--- src/rtl/u8u16_pkg.sv ---
// ----------------------------------------------------------------------------
// u8u16_pkg
// Shared types and constants for the UTF-8 to UTF-16 transcoder.
// ----------------------------------------------------------------------------
`default_nettype none

package u8u16_pkg;

  localparam int unsigned BYTE_W  = 8;
  localparam int unsigned UNIT_W  = 16;
  localparam int unsigned CODE_W  = 21;
  localparam int unsigned QDEPTH  = 4;   // result queue entries
  localparam int unsigned QCNT_W  = $clog2(QDEPTH + 1);

  localparam logic [CODE_W-1:0] CP_SUPP_BASE = 21'h010000;
  localparam logic [CODE_W-1:0] CP_LIMIT     = 21'h110000;
  localparam logic [5:0]        HI_SURR_TAG  = 6'b110110;  // 0xD800 >> 10
  localparam logic [5:0]        LO_SURR_TAG  = 6'b110111;  // 0xDC00 >> 10

  // One queued result beat
  typedef struct packed {
    logic              last;
    logic [UNIT_W-1:0] unit;
  } u8u16_beat_t;

  // Results produced by one input byte: up to two units
  typedef struct packed {
    logic        vld0;
    logic        vld1;
    u8u16_beat_t beat0;
    u8u16_beat_t beat1;
  } u8u16_emit_t;

  // Queue status seen by the top level
  typedef struct packed {
    logic              ready;
    logic [QCNT_W-1:0] count;
  } u8u16_qstat_t;

endpackage

`default_nettype wire

--- src/rtl/utf8_to_utf16_transcoder_unit.sv ---
// ----------------------------------------------------------------------------
// utf8_to_utf16_transcoder_unit: UTF-8 byte stream in, UTF-16 code units out.
// First unit beat: valid in the cycle after its byte beat, on an idle output.
// Throughput: one byte per cycle while the queue has room for a pair; the
// queue gives one unit beat at a time, so a surrogate pair leaves as two beats.
// Reset: synchronous active-low rst_n clears sequence state and the queue.
// ----------------------------------------------------------------------------
`default_nettype none

module utf8_to_utf16_transcoder_unit (
  input  wire logic        clk,
  input  wire logic        rst_n,
  // Input stream
  input  wire logic        in_tvalid,
  output logic             in_tready,
  input  wire logic [7:0]  in_tdata,   // [7:0] in_byte
  // Result stream
  output logic             out_tvalid,
  input  wire logic        out_tready,
  output logic [15:0]      out_tdata,  // [15:0] out_unit
  output logic             out_tlast   // run_last: final unit of this byte
);
  import u8u16_pkg::*;

  u8u16_emit_t  emit;
  u8u16_beat_t  head;
  u8u16_qstat_t qstat;
  logic         in_acc;

  // A byte beat is taken whenever the queue has room for a full pair
  assign in_tready = qstat.ready;
  assign in_acc    = in_tvalid && in_tready;

  // Lead/continuation tracking and unit generation, all in one pass
  u8u16_decode u_decode (
    .clk     (clk),
    .rst_n   (rst_n),
    .acc_en  (in_acc),
    .byte_in (in_tdata),
    .emit    (emit)
  );

  // Result register: queue decouples output stalls from input acceptance
  u8u16_outq u_outq (
    .clk      (clk),
    .rst_n    (rst_n),
    .push_en  (in_acc),
    .emit     (emit),
    .pop_vld  (out_tvalid),
    .pop_rdy  (out_tready),
    .pop_beat (head),
    .stat     (qstat)
  );

  assign out_tdata = head.unit;
  assign out_tlast = head.last;

`ifndef SYNTHESIS
  // Fill level never passes the queue depth
  a_cnt_bound: assert property (@(posedge clk) disable iff (!rst_n)
    qstat.count <= QCNT_W'(QDEPTH))
    else $error("result queue overflow");

  // A zero byte always yields a unit beat next cycle
  a_zero_emits: assert property (@(posedge clk) disable iff (!rst_n)
    (in_acc && in_tdata == 8'h00) |=> out_tvalid)
    else $error("zero byte gave no unit");

  // A bad lead byte into an empty queue yields nothing
  a_bad_lead: assert property (@(posedge clk) disable iff (!rst_n)
    (in_acc && in_tdata[7:3] == 5'b11111 && qstat.count == '0) |=> !out_tvalid)
    else $error("bad lead byte produced output");

  // Output beats only when the queue holds something
  a_vld_cnt: assert property (@(posedge clk) disable iff (!rst_n)
    (qstat.count == '0) |-> !out_tvalid)
    else $error("output valid with empty queue");
`endif

endmodule

`default_nettype wire

--- src/rtl/u8u16_decode.sv ---
// ----------------------------------------------------------------------------
// u8u16_decode
// Sequence tracker and code point to UTF-16 unit conversion.
// ----------------------------------------------------------------------------
`default_nettype none

module u8u16_decode (
  input  wire logic                          clk,
  input  wire logic                          rst_n,
  input  wire logic                          acc_en,
  input  wire logic [u8u16_pkg::BYTE_W-1:0]  byte_in,
  output u8u16_pkg::u8u16_emit_t             emit
);
  import u8u16_pkg::*;

  logic [1:0]        bytes_left_r, bytes_left_nxt;
  logic [CODE_W-1:0] code_accum_r, code_accum_nxt;
  logic              is_cont;
  logic              done;
  logic [CODE_W-1:0] cp;
  logic [CODE_W-1:0] v;

  assign is_cont = (byte_in[7:6] == 2'b10);

  always_comb begin
    bytes_left_nxt = bytes_left_r;
    code_accum_nxt = code_accum_r;
    done           = 1'b0;
    cp             = code_accum_r;
    if ((bytes_left_r != 2'd0) && is_cont) begin
      code_accum_nxt = {code_accum_r[CODE_W-7:0], byte_in[5:0]};
      bytes_left_nxt = bytes_left_r - 2'd1;
      done           = (bytes_left_r == 2'd1);
      cp             = code_accum_nxt;
    end else begin
      bytes_left_nxt = 2'd0;
      priority casez (byte_in)
        8'b0???????: begin
          code_accum_nxt = {{(CODE_W-BYTE_W){1'b0}}, byte_in};
          done           = 1'b1;
          cp             = code_accum_nxt;
        end
        8'b10??????: ; // stray continuation
        8'b110?????: begin
          code_accum_nxt = {{(CODE_W-5){1'b0}}, byte_in[4:0]};
          bytes_left_nxt = 2'd1;
        end
        8'b1110????: begin
          code_accum_nxt = {{(CODE_W-4){1'b0}}, byte_in[3:0]};
          bytes_left_nxt = 2'd2;
        end
        8'b11110???: begin
          code_accum_nxt = {{(CODE_W-3){1'b0}}, byte_in[2:0]};
          bytes_left_nxt = 2'd3;
        end
        default: ; // bad lead byte, skipped
      endcase
    end
  end

  // Code point to units
  assign v = cp - CP_SUPP_BASE;

  always_comb begin
    emit = '0;
    if (done) begin
      if (cp < CP_SUPP_BASE) begin
        emit.vld0       = 1'b1;
        emit.beat0.unit = cp[UNIT_W-1:0];
        emit.beat0.last = 1'b1;
      end else if (cp < CP_LIMIT) begin
        emit.vld0       = 1'b1;
        emit.beat0.unit = {HI_SURR_TAG, v[19:10]};
        emit.beat0.last = 1'b0;
        emit.vld1       = 1'b1;
        emit.beat1.unit = {LO_SURR_TAG, v[9:0]};
        emit.beat1.last = 1'b1;
      end
    end
  end

  always_ff @(posedge clk) begin
    if (!rst_n) begin
      bytes_left_r <= 2'd0;
      code_accum_r <= '0;
    end else if (acc_en) begin
      bytes_left_r <= bytes_left_nxt;
      code_accum_r <= code_accum_nxt;
    end
  end

endmodule

`default_nettype wire

--- src/rtl/u8u16_outq.sv ---
// ----------------------------------------------------------------------------
// u8u16_outq
// Small result queue taking up to two beats per cycle, giving one while pop_rdy is high.
// ----------------------------------------------------------------------------
`default_nettype none

module u8u16_outq (
  input  wire logic                    clk,
  input  wire logic                    rst_n,
  input  wire logic                    push_en,
  input  wire u8u16_pkg::u8u16_emit_t  emit,
  output logic                         pop_vld,
  input  wire logic                    pop_rdy,
  output u8u16_pkg::u8u16_beat_t       pop_beat,
  output u8u16_pkg::u8u16_qstat_t      stat
);
  import u8u16_pkg::*;

  localparam int unsigned DEPTH = QDEPTH;
  localparam int unsigned IDX_W = (DEPTH > 1) ? $clog2(DEPTH) : 1;
  localparam int unsigned CNT_W = $clog2(DEPTH + 1);

  u8u16_beat_t       mem_r [DEPTH];
  logic [IDX_W-1:0]  wr_r, wr_nxt, rd_r, rd_nxt;
  logic [CNT_W-1:0]  cnt_r, cnt_nxt;
  logic [IDX_W-1:0]  wr_p1;
  logic              do_pop;
  logic              w0, w1;
  logic [1:0]        n_push;

  function automatic logic [IDX_W-1:0] inc(input logic [IDX_W-1:0] p);
    logic [IDX_W-1:0] r;
    if (p == IDX_W'(DEPTH - 1)) r = '0;
    else                        r = p + 1'b1;
    return r;
  endfunction

  assign do_pop   = pop_rdy && (cnt_r != '0);
  assign w0       = push_en && emit.vld0;
  assign w1       = push_en && emit.vld1;
  assign n_push   = {1'b0, w0} + {1'b0, w1};
  assign wr_p1    = inc(wr_r);

  assign pop_vld  = (cnt_r != '0);
  assign pop_beat = mem_r[rd_r];

  // Ready only from registered fill level: room for a full pair
  assign stat.ready = (cnt_r <= CNT_W'(DEPTH - 2));
  assign stat.count = QCNT_W'(cnt_r);

  always_comb begin
    wr_nxt  = wr_r;
    if (w1)      wr_nxt = inc(wr_p1);
    else if (w0) wr_nxt = wr_p1;
    rd_nxt  = do_pop ? inc(rd_r) : rd_r;
    cnt_nxt = cnt_r + CNT_W'(n_push) - CNT_W'(do_pop);
  end

  always_ff @(posedge clk) begin
    if (w0) mem_r[wr_r]  <= emit.beat0;
    if (w1) mem_r[wr_p1] <= emit.beat1;
  end

  always_ff @(posedge clk) begin
    if (!rst_n) begin
      wr_r  <= '0;
      rd_r  <= '0;
      cnt_r <= '0;
    end else begin
      wr_r  <= wr_nxt;
      rd_r  <= rd_nxt;
      cnt_r <= cnt_nxt;
    end
  end

endmodule

`default_nettype wire

--- config.mk ---
export PLATFORM = sky130hd
export DESIGN_NAME = utf8_to_utf16_transcoder_unit
export DESIGN_NICKNAME = d
export VERILOG_FILES = /design/src/rtl/u8u16_pkg.sv /design/src/rtl/utf8_to_utf16_transcoder_unit.sv /design/src/rtl/u8u16_decode.sv /design/src/rtl/u8u16_outq.sv
export SDC_FILE = /design/constraint.sdc
export NUM_CORES = 1
export LEC_CHECK = 0
export BUFFER_PORTS_ARGS = -buffer_cell sky130_fd_sc_hd__buf_2
export CAP_MARGIN = 10
export CORE_AREA = 5 5 115 117
export DETAILED_ROUTE_END_ITERATION = 10
export DIE_AREA = 0 0 120 122
export GPL_TIMING_DRIVEN = 0
export PLACE_DENSITY = 0.75
export SETUP_SLACK_MARGIN = 0.02
export SYNTH_ARGS = -nofsm -noshare
export SYNTH_HDL_FRONTEND = slang
export SYNTH_SLANG_ARGS = --single-unit
--- constraint.sdc ---
create_clock -name clk -period 3.1 [get_ports clk]
set_clock_uncertainty 0.15 [all_clocks]
set_input_delay 0 -clock clk [delete_from_list [all_inputs] [get_ports clk]]
set_output_delay 0 -clock clk [all_outputs]
set_load 0.01 [all_outputs]
==> results.py, run 1 <==
metrics = {
    "yosys": {
        "synthesis.nets": 601,
        "ys_ff_latch": 100,
        "synth_area_leader_cell": "edfxtp_1",
        "yosysWarnings": 0,
        "synthFlopType": "edfxtp_1",
        "synth_area_um2": 5850,
        "ys_top_cells_by_area": "edfxtp_1 33%, dfxtp_1 12%, mux4_2 6.5%, nand2_1 5.8%, a21oi_1 5.3%",
        "netlist.area_leader.share": 0.329,
        "async_flop_share": 0,
        "seq_area_frac_synth": 0.452,
        "synth_edf_count": 64,
        "yosys.cell_types.count": 73,
        "syn_inst": 574,
        "avgSynthCellArea_um2": 10.2,
    },
    "final_layout": {
        "final_common_cell": "nand2_1",
        "final_area_um2": 6850,
        "layout.nets": 669,
        "fillerInstances": 1038,
        "area_growth_pct": 17.1,
        "diodes": 0,
        "final_cell_mix": "90 x nand2_1, 64 x edfxtp_1, 60 x a21oi_1, 41 x nor2_1, 35 x buf_2",
        "drive_above_1_share": 0.227,
        "final_cells": 797,
        "post-route-util": 0.558,
    },
    "sta": {
        "period_share": 0.995,
        "setup-violations-final": 0,
        "fin_crit_ps": 3090,
        "max_freq_ghz": 0.324,
        "worstMarginPinSlew_ps": 799,
        "maxSlewHeadroom": 0.465,
        "hold_viol_final": 0,
        "drv_slew": 0,
        "rsz0062_at_grt": "true",
    },
    "clock_tree": {
        "cts_made_buffers": 9,
        "worstSkewPairLatency_ps": 360,
        "clock-sinks": 100,
        "cts_root_buf": "clkbuf_16",
        "htree_levels": 3,
        "cts.clk_slew.worst_paths_ps": 70,
        "clockBufferDepth": 2,
        "cts_tree": "done",
    },
    "placement": {
        "place_area_um2": 6230,
        "dp.cells": 754,
        "gp_congestion": 0.981,
        "hpwl_um": 12200,
        "port_buffers": 29,
    },
    "route": {
        "ant_nets": 0,
        "drt_iter0_drc": 413,
        "dr.pass1.iters": 5,
        "wl_per_cell_um": 21.3,
        "vias": 4895,
        "drc": 0,
        "wl_um": 16900,
        "vias_per_cell": 6.14,
    },
    "floorplanning": {
        "die-area_um2": 14600,
        "pin_count": 31,
        "die_w_um": 120,
        "start_util": 0.477,
        "row_count": 41,
        "fp.dieH_um": 122,
        "core_area_um2": 12300,
    },
    "power": {
        "p_int_mw": 2.74,
        "power.share.switching": 0.345,
        "vdd_drop_max_mv": 0.295,
        "pwr-share-comb": 0.345,
        "seqPwrFrac": 0.384,
        "powerDensity_nw_per_um2": 611,
        "clockPowerShare": 0.271,
        "p_switching_mw": 1.44,
        "leakagePower_nw": 2.34,
    },
    "hold_path": {
        "min_path_type": "primary input to flop",
        "hold_depth": 5,
    },
    "global_route": {
        "grt_first_pass_wirelength_um": 26600,
        "grt_pass1_vias": 4890,
        "antenna_found_initial": 0,
        "grt_max_degree": 18,
        "grt-ovfl-total": 0,
        "grt_use_total": 0.239,
    },
    "critical_path": {
        "worstRegToRegCells": 15,
        "cp-start-kind": "flop",
        "worstPathMaxFanout": 10,
        "end_kind": "flop",
        "crit_required_ps": 3260,
        "worstPathArrival_ps": 3240,
        "path_class": "flop to flop",
    },
    "job": {
        "max-cap-violations": 0,
    },
    "outcome": {
        "status": "finished clean",
    },
}
[repair_timing]
item,CTS,global route
pin swaps,6,1
setup endpoints to repair,53,50
hold endpoints to repair,20,0
gates resized for setup,10,11
hold buffers,12,0
buffers inserted,13,3
[metrics by stage]
step / setup slack [ps] / TNS (ps) / hold WS, ps / power [mW]
2_1_floorplan: -101 / -177 / -28.3 / 2.57
3_3_place_gp: -786 / -19790 / 109 / 2.92
3_5_place_dp: -417 / -9880 / 112 / 2.97
4_1_cts: -20.1 / -22.0 / 62.5 / 4.16
5_1_grt: -50.7 / -84.2 / 83.6 / 4.37
6_report: 14.6 / 0 / 82.3 / 4.18
[power by group through the flow]
stage          Sequential (mW)  Combinational (mW)  Clock, mW
6_report                  1.61                1.44       1.13
3_5_place_dp              1.63                1.34          0
5_1_grt                   1.62                1.55       1.21
3_3_place_gp              1.62                1.29          0
2_1_floorplan             1.60               0.962          0
4_1_cts                   1.60                1.40       1.16
[sequential cells by signal, indices dropped and copies added, names as in the netlist, named ones only]
register and cells:
u_decode.code_accum_r 21, u_decode.bytes_left_r 2, u_outq.mem_r 68, u_outq.cnt_r 3
u_outq.rd_r 2, u_outq.wr_r 2
[worst max-delay path: stages (launching register included)]
cell and delay [ps]:
dfxtp_2 320, inv_2 70, ha_4 200, or2_1 130, buf_6 120, a21oi_4 70
o211ai_4 190, and2_4 200, inv_4 50, buf_12 120, buf_12 140, ha_4 260
inv_2 30, fa_2 340, fa_2 520, and2_1 120
[cell families (layout without fill, tap and decap cells)]
family / after synthesis / count (layout) / share of synthesized area
xor+xnor: 3 / 3 / 0.00449
fa+ha+maj: 15 / 15 / 0.0347
buf+inv: 63 / 136 / 0.0546
mux: 36 / 36 / 0.100
compound gates: 150 / 150 / 0.185
simple gates: 207 / 207 / 0.169
flops: 100 / 100 / 0.452
[cells in the mapped netlist (4+ instances only)]
master,n
o21ai_0,16
mux2_2,7
buf_2,6
edfxtp_1,64
o2bb2ai_1,18
dfxtp_1,36
nor2_1,43
nand3_1,27
nor3_4,4
inv_1,22
nand2_1,90
nor3_1,8
or2_1,4
a21oi_1,62
o32ai_1,4
clkbuf_1,20
mux4_2,17
buf_6,6
ha_1,13
mux2i_1,11
nand4_1,6
o31a_1,8
[routing by layer]
metal | track usage | part of all wire | vias up
met5 | 0 | 0 | -
met4 | 0.103 | 0.034 | 0
met3 | 0.0594 | 0.086 | 47
met2 | 0.395 | 0.49 | 237
met1 | 0.299 | 0.40 | 2362
li1 | - | - | 2249
[path summary, 6_finish.rpt]
path / start / to / slack, ps
max: u_decode.bytes_left_r[1] / u_outq.cnt_r[1] / 10
min: in_tdata[7] / u_outq.mem_r[0][13] / 80
max reg2reg: u_decode.bytes_left_r[1] / u_outq.cnt_r[1] / 10
min reg2reg: u_outq.mem_r[2][13] / u_outq.mem_r[2][13] / 310
[cell type report]
cell class	instances	area, um^2	area share
plain buffers	37	225	0.0329
clock buffers	9	225	0.0329
clock inverters	7	75.1	0.0110
inverters	25	100	0.0146
multi-input cells	411	2990	0.436
flip-flops and latches	100	2650	0.386
well taps	150	188	0.0274
repair buffers	58	400	0.0585
Power figures use the tool's default switching activity.
==> run 2, diff against run 1 <==
- CORE_AREA: 5 5 115 117 -> 5 5 113 115
- DIE_AREA: 0 0 120 122 -> 0 0 118 120
- PLACE_DENSITY: 0.75 -> 0.76
- SYNTH_HIERARCHICAL: unset -> 1
==> run 2 against run 1 <==
The run now ends with negative setup slack left; utilization grew 4.6 points; setup slack worse by 57 ps; via count is 21% lower; largest cell class unchanged; largest power group unchanged.
==> results.py, run 2 <==
metrics = {
    "outcome": {
        "status": "complete, but fails checks",
        "failed_checks": "negative setup slack",
    },
    "yosys": {
        "synthesis.nets": 454,
        "async_flop_share": 0,
        "synthFlopType": "edfxtp_1",
        "seq_area_frac_synth": 0.472,
        "ys_ff_latch": 99,
        "yosysWarnings": 6,
        "syn_inst": 430,
        "avgSynthCellArea_um2": 13.1,
        "synth_area_leader_cell": "edfxtp_1",
        "netlist.area_leader.share": 0.362,
        "ys_top_cells_by_area": "edfxtp_1 36%, dfxtp_1 11%, mux2_4 9.3%, mux2_2 7.6%, mux4_2 6.8%",
        "synth_area_um2": 5640,
        "netlist_top_cells_count": "68 x edfxtp_1, 38 x mux2_2, 38 x nand2_1, 35 x mux2_4, 31 x dfxtp_1",
        "synth_edf_count": 68,
        "yosysMostFrequentCell": "edfxtp_1",
        "yosys.cell_types.count": 59,
    },
    "hold_path": {
        "whs_endpoint": "u_decode/code_accum_r[6]",
        "hold_start": "in_tdata[6]",
        "min_path_type": "primary input to flop",
        "hold_depth": 4,
    },
    "route": {
        "vias_per_cell": 5.76,
        "vias": 3868,
        "ant_nets": 0,
        "dr.pass1.iters": 5,
        "wl_per_cell_um": 21.3,
        "drc": 0,
        "wl_um": 14300,
        "drt_iter0_drc": 312,
    },
    "floorplanning": {
        "row_count": 40,
        "core_area_um2": 11700,
        "die-area_um2": 14200,
        "die_w_um": 118,
        "start_util": 0.482,
        "pin_count": 31,
        "fp.dieH_um": 120,
    },
    "final_layout": {
        "final_cell_mix": "68 x edfxtp_1, 45 x mux2_4, 34 x buf_2, 33 x nand2_1",
        "multi_input_area_um2": 2930,
        "area_growth_pct": 25.5,
        "seq_area_um2": 2670,
        "largest_reg_flops": 68,
        "final_common_cell": "edfxtp_1",
        "final_area_um2": 7080,
        "reg_top3": "u_outq/mem_r x68, u_decode/code_accum_r x20, u_outq/cnt_r x3",
        "diodes": 0,
        "top_register": "u_outq/mem_r",
        "drive_above_1_share": 0.448,
        "layout.nets": 543,
        "fillerInstances": 898,
    },
    "clock_tree": {
        "cts_root_buf": "clkbuf_16",
        "clock-sinks": 99,
        "worstSkewPairLatency_ps": 340,
        "cts_tree": "done",
        "clockBufferDepth": 2,
        "cts_made_buffers": 9,
        "cts.clk_slew.worst_paths_ps": 70,
        "htree_levels": 3,
    },
    "sta": {
        "worstMarginPinSlew_ps": 724,
        "period_share": 1.01,
        "rsz0062_at_grt": "true",
        "fin_ws_ps": -42.8,
        "drv_slew": 0,
        "setup-violations-final": 16,
        "max_freq_ghz": 0.318,
        "hold_viol_final": 0,
        "fin_hold_ws_ps": 105,
        "fin_crit_ps": 3140,
        "maxSlewHeadroom": 0.517,
    },
    "critical_path": {
        "end_kind": "flop",
        "r2r_start": "u_decode/bytes_left_r[0]",
        "worstPathMaxFanout": 7,
        "regToRegEndpoint": "u_outq/mem_r[2][7]",
        "cp_slowest_cell": "or4_4",
        "path_class": "flop to flop",
        "reg2reg_slack_ps": -40,
        "worstRegToRegCells": 13,
        "cp_common_cell": "buf_6",
        "crit_required_ps": 3050,
        "worstPathArrival_ps": 3090,
        "cp-start-kind": "flop",
        "path_cells": "inv_2, ha_4, or4_4, o311a_4, o31ai_4, nand3_4, inv_4, and2_4, buf_6, buf_6, nand2_8, buf_16, mux2_4",
        "slowest_delay_ps": 460,
    },
    "placement": {
        "hpwl_um": 8480,
        "place_area_um2": 6130,
        "port_buffers": 30,
        "gp_congestion": 0.842,
    },
    "global_route": {
        "grt-ovfl-total": 0,
        "grt_pass1_vias": 4028,
        "grt_use_total": 0.202,
        "grt_max_degree": 19,
        "grt_first_pass_wirelength_um": 22300,
        "antenna_found_initial": 0,
    },
    "power": {
        "power_mw": 4.00,
        "vdd_drop_max_mv": 0.365,
        "powerDensity_nw_per_um2": 565,
        "leakagePower_nw": 2.85,
    },
    "job": {
        "max-cap-violations": 0,
    },
}
==> run 2: cell types whose count changed after synthesis, sizes merged, moves of 7 or more <==
cell     previous run  this run
nand3              27        20
or2                 7         0
o21ai              18         7
nor3               13         1
o31a                9         0
clkbuf             20        11
o2bb2ai            19         8
mux2                8        73
inv                23        15
a21oi              65        25
nand2              90        42
nor2               46        21
==> run 2: logic make-up (layout without fill, tap and decap cells) <==
| group | after synthesis | after routing | share of synthesized area |
|---|---|---|---|
| simple gates | 100 | 103 | 0.0900 |
| flops | 99 | 99 | 0.472 |
| mux | 98 | 98 | 0.251 |
| compound gates | 71 | 71 | 0.0987 |
| buf+inv | 47 | 138 | 0.0552 |
| fa+ha+maj | 12 | 12 | 0.0293 |
| xor+xnor | 2 | 2 | 0.00311 |
| other cells | 1 | 1 | 0.000665 |
==> run 2: worst max path at each step <==
stage | from | end | slack (ps) | cells after the start
after floorplan | u_decode/bytes_left_r[0] | u_outq/cnt_r[1] | -180 | 15
after global placement | u_decode/bytes_left_r[0] | u_outq/cnt_r[1] | -530 | 13
after detailed placement | u_decode/bytes_left_r[0] | u_outq/cnt_r[1] | -590 | 13
after CTS | u_decode/bytes_left_r[0] | u_outq/cnt_r[1] | -100 | 13
after global routing | u_decode/bytes_left_r[0] | u_outq/cnt_r[2] | -150 | 13
final | u_decode/bytes_left_r[0] | u_outq/mem_r[2][7] | -40 | 13
==> run 2: worst max-delay path, delay by kind of cell (launching register included) <==
kind                     cells  cell delay (ps)
flip-flops                   1              340
AO/OA/AOI/OAI                2              450
buffers and inverters        5              550
adder cells (fa/ha/maj)      1              190
AND/OR/NAND/NOR              4              910
multiplexers                 1              290
==> run 2: cell type report <==
cell class / count / area share
sequential: 99 / 0.376
inverter: 15 / 0.00831
timing repair buffer: 80 / 0.102
clock buffer: 14 / 0.0389
buffer: 27 / 0.0325
tap: 147 / 0.0260
clock inverter: 2 / 0.00141
multi-input combinational: 287 / 0.414
==> run 2: through the flow <==
stage,cells,setup WS [ps],setup TNS [ps],utilization
global route,671,-147,-1910,0.604
CTS,661,-99.7,-996,0.597
finish,671,-42.8,-448,0.604
floorplan,430,-183,-5580,-
detailed placement,607,-590,-48500,0.524
global placement,607,-528,-41610,0.524
==> run 2: metal layers <==
| metal | up-vias | track usage | wire length, um |
|---|---|---|---|
| met4 | 0 | 0.0846 | 442 |
| li1 | 1800 | - | - |
| met5 | - | 0 | 0 |
| met3 | 30 | 0.0226 | 666 |
| met1 | 1918 | 0.256 | 5910 |
| met2 | 120 | 0.349 | 7260 |
==> run 2: power by group <==
part	internal, mW	total, mW	switching [mW]
clock network	0.614	1.09	0.481
registers	1.56	1.63	0.0705
logic	0.611	1.28	0.670
total	2.78	4.00	1.22
==> run 2: timing repair <==
item / CTS / global route
buffers inserted: 21 / 14
cloned: 6 / 1
hold buffers: 13 / 0
setup endpoints to repair: 141 / 118
resized for setup: 27 / 16
pin swaps: 11 / 6
endpoints found under the hold margin: 18 / 0
